$ cat src/vfdw_pkg.sv
package vfdw_pkg;

    localparam int unsigned WORD_BITS   = 48;
    localparam int unsigned CW_BITS     = 3 * WORD_BITS;
    localparam int unsigned WHITE_START = 23;
    localparam int unsigned WHITE_LEN   = 114;
    localparam int unsigned LCG_BITS    = 16;
    localparam int unsigned SEED_SHIFT  = 4;
    localparam int unsigned C0_BITS     = 12;

    // whitening span is cut into equal segments, one register stage each
    localparam int unsigned SEG_COUNT   = 6;
    localparam int unsigned SEG_LEN     = WHITE_LEN / SEG_COUNT;

    // capture stage + segment stages + output register
    localparam int unsigned PIPE_DEPTH  = SEG_COUNT + 2;

    localparam logic [LCG_BITS-1:0] LCG_MUL = 16'd173;
    localparam logic [LCG_BITS-1:0] LCG_ADD = 16'd13849;

    typedef struct packed {
        logic [WORD_BITS-1:0] frame_bits_a;
        logic [WORD_BITS-1:0] frame_bits_b;
        logic [WORD_BITS-1:0] frame_bits_c;
    } in_t;

    typedef struct packed {
        logic [11:0] voice_c0;
        logic [11:0] voice_c1;
        logic [11:0] voice_c2;
        logic [11:0] voice_c3;
        logic [10:0] voice_c4;
        logic [10:0] voice_c5;
        logic [10:0] voice_c6;
        logic [6:0]  voice_c7;
    } out_t;

    // codeword bit 0 sits at cw[CW_BITS-1]
    typedef struct packed {
        logic [CW_BITS-1:0]  cw;
        logic [LCG_BITS-1:0] lcg;
    } stage_t;

    // multiplier of the n-step jump: p_n = mul(n) * p_0 + add(n)
    function automatic logic [LCG_BITS-1:0] lcg_jump_mul(input int unsigned n);
        logic [LCG_BITS-1:0] a;
        a = 16'd1;
        for (int unsigned i = 0; i < n; i++) begin
            a = LCG_BITS'(a * LCG_MUL);
        end
        return a;
    endfunction

    function automatic logic [LCG_BITS-1:0] lcg_jump_add(input int unsigned n);
        logic [LCG_BITS-1:0] b;
        b = '0;
        for (int unsigned i = 0; i < n; i++) begin
            b = LCG_BITS'(b * LCG_MUL) + LCG_ADD;
        end
        return b;
    endfunction

endpackage

$ cat src/voice_frame_dewhitener.sv
// voice frame dewhitener: 144-bit codeword in, 88 voice bits out
// the codeword passes the capture, whitening segment and output registers in turn
// throughput: one codeword per cycle when not stalled, set by one lcg segment per stage
// backpressure ripples through per-stage ready, no stage ever drops or repeats
// reset (aresetn low at a clock edge) clears every stage valid bit
module voice_frame_dewhitener
    import vfdw_pkg::*;
(
    input  logic aclk,
    input  logic aresetn,
    input  logic s_valid,
    output logic s_ready,
    input  in_t  s_data,
    output logic m_valid,
    input  logic m_ready,
    output out_t m_data
);

    // stage chain: index 0 is the capture stage, SEG_COUNT is the last segment
    logic   seg_valid [0:SEG_COUNT];
    logic   seg_ready [0:SEG_COUNT];
    stage_t seg_data  [0:SEG_COUNT];

    // capture stage registers
    logic   cap_valid_reg;
    logic   cap_valid_next;
    stage_t cap_data_reg;
    stage_t cap_data_next;

    // output register
    logic   out_valid_reg;
    logic   out_valid_next;
    out_t   out_data_reg;
    out_t   out_data_next;
    logic   out_ready;

    logic [CW_BITS-1:0] final_cw;

    // ---------------- capture stage ----------------
    // c0 is the first 12 codeword bits; lcg seed is 16*c0 (mod 2^16)
    assign s_ready = !cap_valid_reg || seg_ready[0];

    always_comb begin
        cap_valid_next    = s_ready ? s_valid : cap_valid_reg;
        cap_data_next.cw  = {s_data.frame_bits_a, s_data.frame_bits_b, s_data.frame_bits_c};
        cap_data_next.lcg = {s_data.frame_bits_a[WORD_BITS-1 -: C0_BITS],
                             {SEED_SHIFT{1'b0}}};
    end

    always_ff @(posedge aclk) begin
        if (!aresetn) begin
            cap_valid_reg <= 1'b0;
        end else begin
            cap_valid_reg <= cap_valid_next;
        end
    end

    always_ff @(posedge aclk) begin
        if (s_valid && s_ready) begin
            cap_data_reg <= cap_data_next;
        end
    end

    assign seg_valid[0] = cap_valid_reg;
    assign seg_data[0]  = cap_data_reg;

    // ---------------- whitening segments ----------------
    // each stage advances the lcg by SEG_LEN updates and flips SEG_LEN codeword bits
    for (genvar s = 0; s < SEG_COUNT; s++) begin : g_seg
        vfdw_seg #(
            .SEG_IDX (s)
        ) u_seg (
            .aclk     (aclk),
            .aresetn  (aresetn),
            .up_valid (seg_valid[s]),
            .up_ready (seg_ready[s]),
            .up_data  (seg_data[s]),
            .dn_valid (seg_valid[s+1]),
            .dn_ready (seg_ready[s+1]),
            .dn_data  (seg_data[s+1])
        );
    end

    // ---------------- output register ----------------
    assign out_ready            = !out_valid_reg || m_ready;
    assign seg_ready[SEG_COUNT] = out_ready;
    assign final_cw             = seg_data[SEG_COUNT].cw;

    // pick voice fields; codeword bit k sits at final_cw[CW_BITS-1-k]
    always_comb begin
        out_valid_next         = out_ready ? seg_valid[SEG_COUNT] : out_valid_reg;
        out_data_next.voice_c0 = final_cw[CW_BITS - 1 - 0   -: 12];
        out_data_next.voice_c1 = final_cw[CW_BITS - 1 - 23  -: 12];
        out_data_next.voice_c2 = final_cw[CW_BITS - 1 - 46  -: 12];
        out_data_next.voice_c3 = final_cw[CW_BITS - 1 - 69  -: 12];
        out_data_next.voice_c4 = final_cw[CW_BITS - 1 - 92  -: 11];
        out_data_next.voice_c5 = final_cw[CW_BITS - 1 - 107 -: 11];
        out_data_next.voice_c6 = final_cw[CW_BITS - 1 - 122 -: 11];
        out_data_next.voice_c7 = final_cw[CW_BITS - 1 - 137 -: 7];
    end

    always_ff @(posedge aclk) begin
        if (!aresetn) begin
            out_valid_reg <= 1'b0;
        end else begin
            out_valid_reg <= out_valid_next;
        end
    end

    always_ff @(posedge aclk) begin
        if (seg_valid[SEG_COUNT] && out_ready) begin
            out_data_reg <= out_data_next;
        end
    end

    assign m_valid = out_valid_reg;
    assign m_data  = out_data_reg;

endmodule

$ cat src/vfdw_seg.sv
module vfdw_seg
    import vfdw_pkg::*;
#(
    parameter int unsigned SEG_IDX = 0
) (
    input  logic   aclk,
    input  logic   aresetn,
    input  logic   up_valid,
    output logic   up_ready,
    input  stage_t up_data,
    output logic   dn_valid,
    input  logic   dn_ready,
    output stage_t dn_data
);

    localparam int unsigned FIRST_BIT = WHITE_START + SEG_IDX * SEG_LEN;
    localparam logic [LCG_BITS-1:0] STEP_MUL = lcg_jump_mul(SEG_LEN);
    localparam logic [LCG_BITS-1:0] STEP_ADD = lcg_jump_add(SEG_LEN);

    logic               valid_reg;
    logic               valid_next;
    stage_t             data_reg;
    stage_t             data_next;
    logic [SEG_LEN-1:0] white_bits;
    logic [CW_BITS-1:0] white_mask;

    // lcg top bit after each update of this segment, all jumped from the stage input
    for (genvar j = 0; j < SEG_LEN; j++) begin : g_tap
        localparam logic [LCG_BITS-1:0] JMUL = lcg_jump_mul(j + 1);
        localparam logic [LCG_BITS-1:0] JADD = lcg_jump_add(j + 1);
        logic [LCG_BITS-1:0] tap_val;
        assign tap_val       = LCG_BITS'(JMUL * up_data.lcg) + JADD;
        assign white_bits[j] = tap_val[LCG_BITS-1];
    end

    always_comb begin
        white_mask = '0;
        for (int unsigned j = 0; j < SEG_LEN; j++) begin
            white_mask[CW_BITS - 1 - FIRST_BIT - j] = white_bits[j];
        end
    end

    assign up_ready = !valid_reg || dn_ready;

    always_comb begin
        valid_next    = up_ready ? up_valid : valid_reg;
        data_next.cw  = up_data.cw ^ white_mask;
        data_next.lcg = LCG_BITS'(STEP_MUL * up_data.lcg) + STEP_ADD;
    end

    always_ff @(posedge aclk) begin
        if (!aresetn) begin
            valid_reg <= 1'b0;
        end else begin
            valid_reg <= valid_next;
        end
    end

    always_ff @(posedge aclk) begin
        if (up_valid && up_ready) begin
            data_reg <= data_next;
        end
    end

    assign dn_valid = valid_reg;
    assign dn_data  = data_reg;

endmodule

$ cat config.mk
export PLATFORM = sky130hd
export DESIGN_NAME = voice_frame_dewhitener
export DESIGN_NICKNAME = d
export VERILOG_FILES = /design/src/vfdw_pkg.sv /design/src/voice_frame_dewhitener.sv /design/src/vfdw_seg.sv
export SDC_FILE = /design/constraint.sdc
export NUM_CORES = 2
export LEC_CHECK = 0
export BUFFER_PORTS_ARGS = -buffer_cell sky130_fd_sc_hd__buf_2
export CAP_MARGIN = 40
export CORE_AREA = 8 8 427 429
export CTS_BUF_LIST = sky130_fd_sc_hd__clkbuf_8
export CTS_CLUSTER_SIZE = 14
export DETAILED_ROUTE_END_ITERATION = 10
export DIE_AREA = 0 0 435 437
export GPL_ROUTABILITY_DRIVEN = 1
export HOLD_SLACK_MARGIN = 0.12
export MAX_ROUTING_LAYER = met4
export PLACE_DENSITY = 0.66
export REMOVE_ABC_BUFFERS = 1
export SLEW_MARGIN = 20
export SYNTH_ARGS = -nofsm -noshare
export SYNTH_HDL_FRONTEND = slang
export SYNTH_SLANG_ARGS = --single-unit
export TNS_END_PERCENT = 1
$ cat constraint.sdc
create_clock -name aclk -period 22.5 [get_ports aclk]
set_clock_uncertainty 0.05 [all_clocks]
set_input_delay 2.25 -clock aclk [delete_from_list [all_inputs] [get_ports aclk]]
set_output_delay 2.25 -clock aclk [all_outputs]
set_load 0.02 [all_outputs]
==> summary.txt <==
Routing
  – DRT antenna net count: 0
  – Routed len/inst: around 21 µm
  – DRC: 0
  – Routed vias: 52,600
  – DRT Pass-1 Iters: 7
  – Vias per inst: 5.14
  – Routed wire length: between 200,000 and 250,000 µm
  – DRT iter0 DRCs: 2,902

Layout
  – Max reg flops: a little under 600
  – Fillers: 15,200
  – Footprint of the multi-input gates: approximately 57,000 µm²
  – Area Growth Syn to Fin: 8.60%
  – Share of post-route cells with drive strength above 1: 0.0665
  – NumNets Final: 10,900
  – FF+latch area: between 20,000 and 25,000 µm²

STA
  – Setup-failing EPs final: 0
  – Fmax: roughly 150 MHz
  – Max-slew headroom: 0.420
  – Final Hold Viols: 0
  – Setup WS post-layout: around 16,000 ps
  – RSZ-0062 raised after global routing: no
  – Post-route setup TNS: 0 ps
  – Tcrit/Tclk final: 0.288
  – Worst Max-Slew Pin Slew: 869 ps
  – Tmin final: roughly 6500 ps
  – Slew Viols, Final: 0

Flow run
  – Max_cap viols: 0

Die
  – Chip height: approximately 440 µm
  – Die width: about 440 µm
  – # IOs: between 200 and 250
  – Core area: roughly 180,000 µm²
  – Die area: 190,000 µm²
  – FP Rows: between 150 and 200
  – Initial Util: 0.497

Setup path
  – R2R depth: 19
  – RR Startpoint: g_seg[3].u_seg.dn_data[6]
  – Crit. End Element: output port
  – Worst EP required: about 20,000 ps
  – CP max FO: 6
  – Critical path arrival: between 4000 and 5000 ps
  – R2R Path End: g_seg[4].u_seg.dn_data[44]
  – FF-to-FF setup slack: 16,210 ps
  – Setup CP Type: in -> out
  – CP startpoint kind: primary input

Power
  – Worst VDD drop: ~150 µV
  – P_leak: 0.0462 µW
  – Power Dens Cells: about 140 nW/µm²

Synthesis
  – Multiplexer share of the synthesized area: 0.00116
  – Adder-cell share of the synthesized area: 0.501
  – Post-Synth Simple-Gate Area: 0.0175
  – Synth Cell Area: about 87,000 µm²
  – Synth Flop Type: edfxtp_1
  – Ys async rst share: 0
  – Post-synthesis sequential area ratio: 0.263
  – Post-synth EDFFs: between 700 and 800
  – Syn_area_per_cell: ~12 µm²
  – Post-synthesis compound-gate area fraction: 0.0406
  – Post-synthesis xor/xnor area fraction: 0.0981
  – Yosys warning total: 0
  – Largest family of logic cells by synthesized area: adder cells
  – Library cells used by synthesis: 66
  – FF+latch count, synth: about 770
  – Syn Inst Count: between 7,000 and 8,000

Global route
  – Pin count of the biggest net entering global routing: 100
  – Global-route wire length before repair: roughly 330,000 µm
  – All-Layer GR Usage: 0.232
  – Congestion Overflow GR: 0
  – Vias in the first global route: between 50,000 and 60,000
  – Initial antenna violation count: 15

CTS
  – Clock Pin Slew Worst Setup and Hold Paths: ~60 ps
  – Setup Fix Bufs, Post-CTS: 0
  – # resized after CTS: 0
  – Clock root buffer: clkbuf_8
  – TritonCTS Buffers: between 100 and 150
  – CTS sink count: ~770
  – Hold-fix buffers, CTS: 0
  – Clk_lat worst skew: approximately 890 ps
  – Clk buf depth: 3
  – CTS tree: done
  – H-tree Lvls: 4

Place
  – Setup WS pre-CTS: about 16,000 ps
  – GPL Wtd Cong: between 0.9 and 1
  – Port Buffers: about 180
  – DP HPWL: roughly 170,000 µm

Hold path
  – Hold_sp: g_seg[2].u_seg.dn_data[51]
  – Hold Path Class: reg -> reg
  – Hold Path End: g_seg[3].u_seg.dn_data[51]
  – WHS Path Cells: 0

Status
  – Status: finished clean
-- cells by family (layout without fill, tap and decap cells) --
group           after synthesis  count (layout)
mux                          10              10
simple gates                305             305
buf+inv                    1814            2334
fa+ha+maj                  2931            2931
flops                       767             767
other cells                   0               4
compound gates              575             575
xor+xnor                    971             971
-- worst max-delay path, cell delays in order --
cell,delay (ps)
buf_2,100
nor2b_1,500
nand3_1,150
nor2_1,270
and2_0,550
nand3_1,160
buf_2,190
-- layer usage --
layer,vias up,share of wire,track usage
met5,-,0,-
met4,0,0.030,0.0662
met3,360,0.047,0.0326
met2,1130,0.49,0.392
met1,26400,0.43,0.293
li1,24800,-,-
-- stage by stage --
step           cell area, µm²  utilization  std cells  power (µW)  hold WS [ps]
2_1_floorplan           87000            -       7344        9570           350
4_1_cts                 94600        0.540      10200       13400           335
5_1_grt                 94700        0.540      10200       14700           342
6_report                94700        0.540      10200       13200           339
3_5_place_dp            91900        0.524       9982       12000           355
3_3_place_gp            91800        0.523       9974       11700           351
-- worst max-delay path by stage --
stage,startpoint,end,depth (start not counted)
after global routing,m_ready,s_ready,7
after global placement,m_ready,s_ready,7
after CTS,m_ready,s_ready,7
after detailed placement,m_ready,s_ready,7
after floorplan,m_ready,g_seg[0].u_seg.dn_data[102],5
final,m_ready,s_ready,7
-- area by class of cell --
type	instances	share of cell area
Clock buffer	138	0.0201
Timing Repair Buffer	300	0.0202
Antenna cell	4	0.000106
Multi-Input combinational cell	4792	0.607
Clock inverter	111	0.00854
Tap cell	2340	0.0309
Inverter	1785	0.0708
Sequential cell	767	0.242
-- layout by cell type, fill, tap and decap left out, drive strengths merged, types with 27 or more instances in the layout --
master | synthesis | final
o21bai | 29 | 29
nor2b | 31 | 31
nor2 | 64 | 64
o21ai | 132 | 132
ha | 1998 | 1998
buf | 11 | 300
a21oi | 197 | 197
xnor2 | 817 | 817
edfxtp | 759 | 759
nor3 | 27 | 27
nand2 | 83 | 83
a21o | 80 | 80
xor2 | 152 | 152
a31oi | 30 | 30
fa | 933 | 933
inv | 1784 | 1835
clkinv | 1 | 49
clkbuf | 18 | 138
-- report_power, final --
part / internal (µW) / switching, µW / leakage (µW)
Combinational: 4550 / 5360 / 0.0376
Clock: 680 / 613 / 0.00151
Sequential: 1990 / 58.7 / 0.00703
-- cells in the mapped netlist (all sizes together), types with 3 or more instances --
cell | number | share of area
a2111oi | 6 | 0.00060
a211oi | 15 | 0.0013
a21boi | 4 | 0.00034
a21o | 80 | 0.0069
a21oi | 197 | 0.011
a311o | 3 | 0.00034
a31o | 11 | 0.0011
a31oi | 30 | 0.0022
a41o | 8 | 0.00092
a41oi | 5 | 0.00050
and2 | 14 | 0.0010
and3 | 5 | 0.00036
buf | 11 | 0.00079
clkbuf | 18 | 0.00079
dfxtp | 8 | 0.0018
edfxtp | 759 | 0.26
fa | 933 | 0.21
ha | 1998 | 0.29
inv | 1784 | 0.077
mux2i | 9 | 0.0010
nand2 | 83 | 0.0036
nand2b | 19 | 0.0014
nand3 | 11 | 0.00063
nand3b | 6 | 0.00052
nand4 | 6 | 0.00043
nor2 | 64 | 0.0028
nor2b | 31 | 0.0022
nor3 | 27 | 0.0015
nor3b | 3 | 0.00026
nor4b | 3 | 0.00030
o2111ai | 3 | 0.00030
o211ai | 12 | 0.0010
o21a | 20 | 0.0017
o21ai | 132 | 0.0076
o21bai | 29 | 0.0025
o31ai | 3 | 0.00026
o41ai | 4 | 0.00040
or2 | 24 | 0.0017
or4 | 3 | 0.00026
xnor2 | 817 | 0.082
xor2 | 152 | 0.015
No activity file was read; power rests on OpenSTA's default activity.
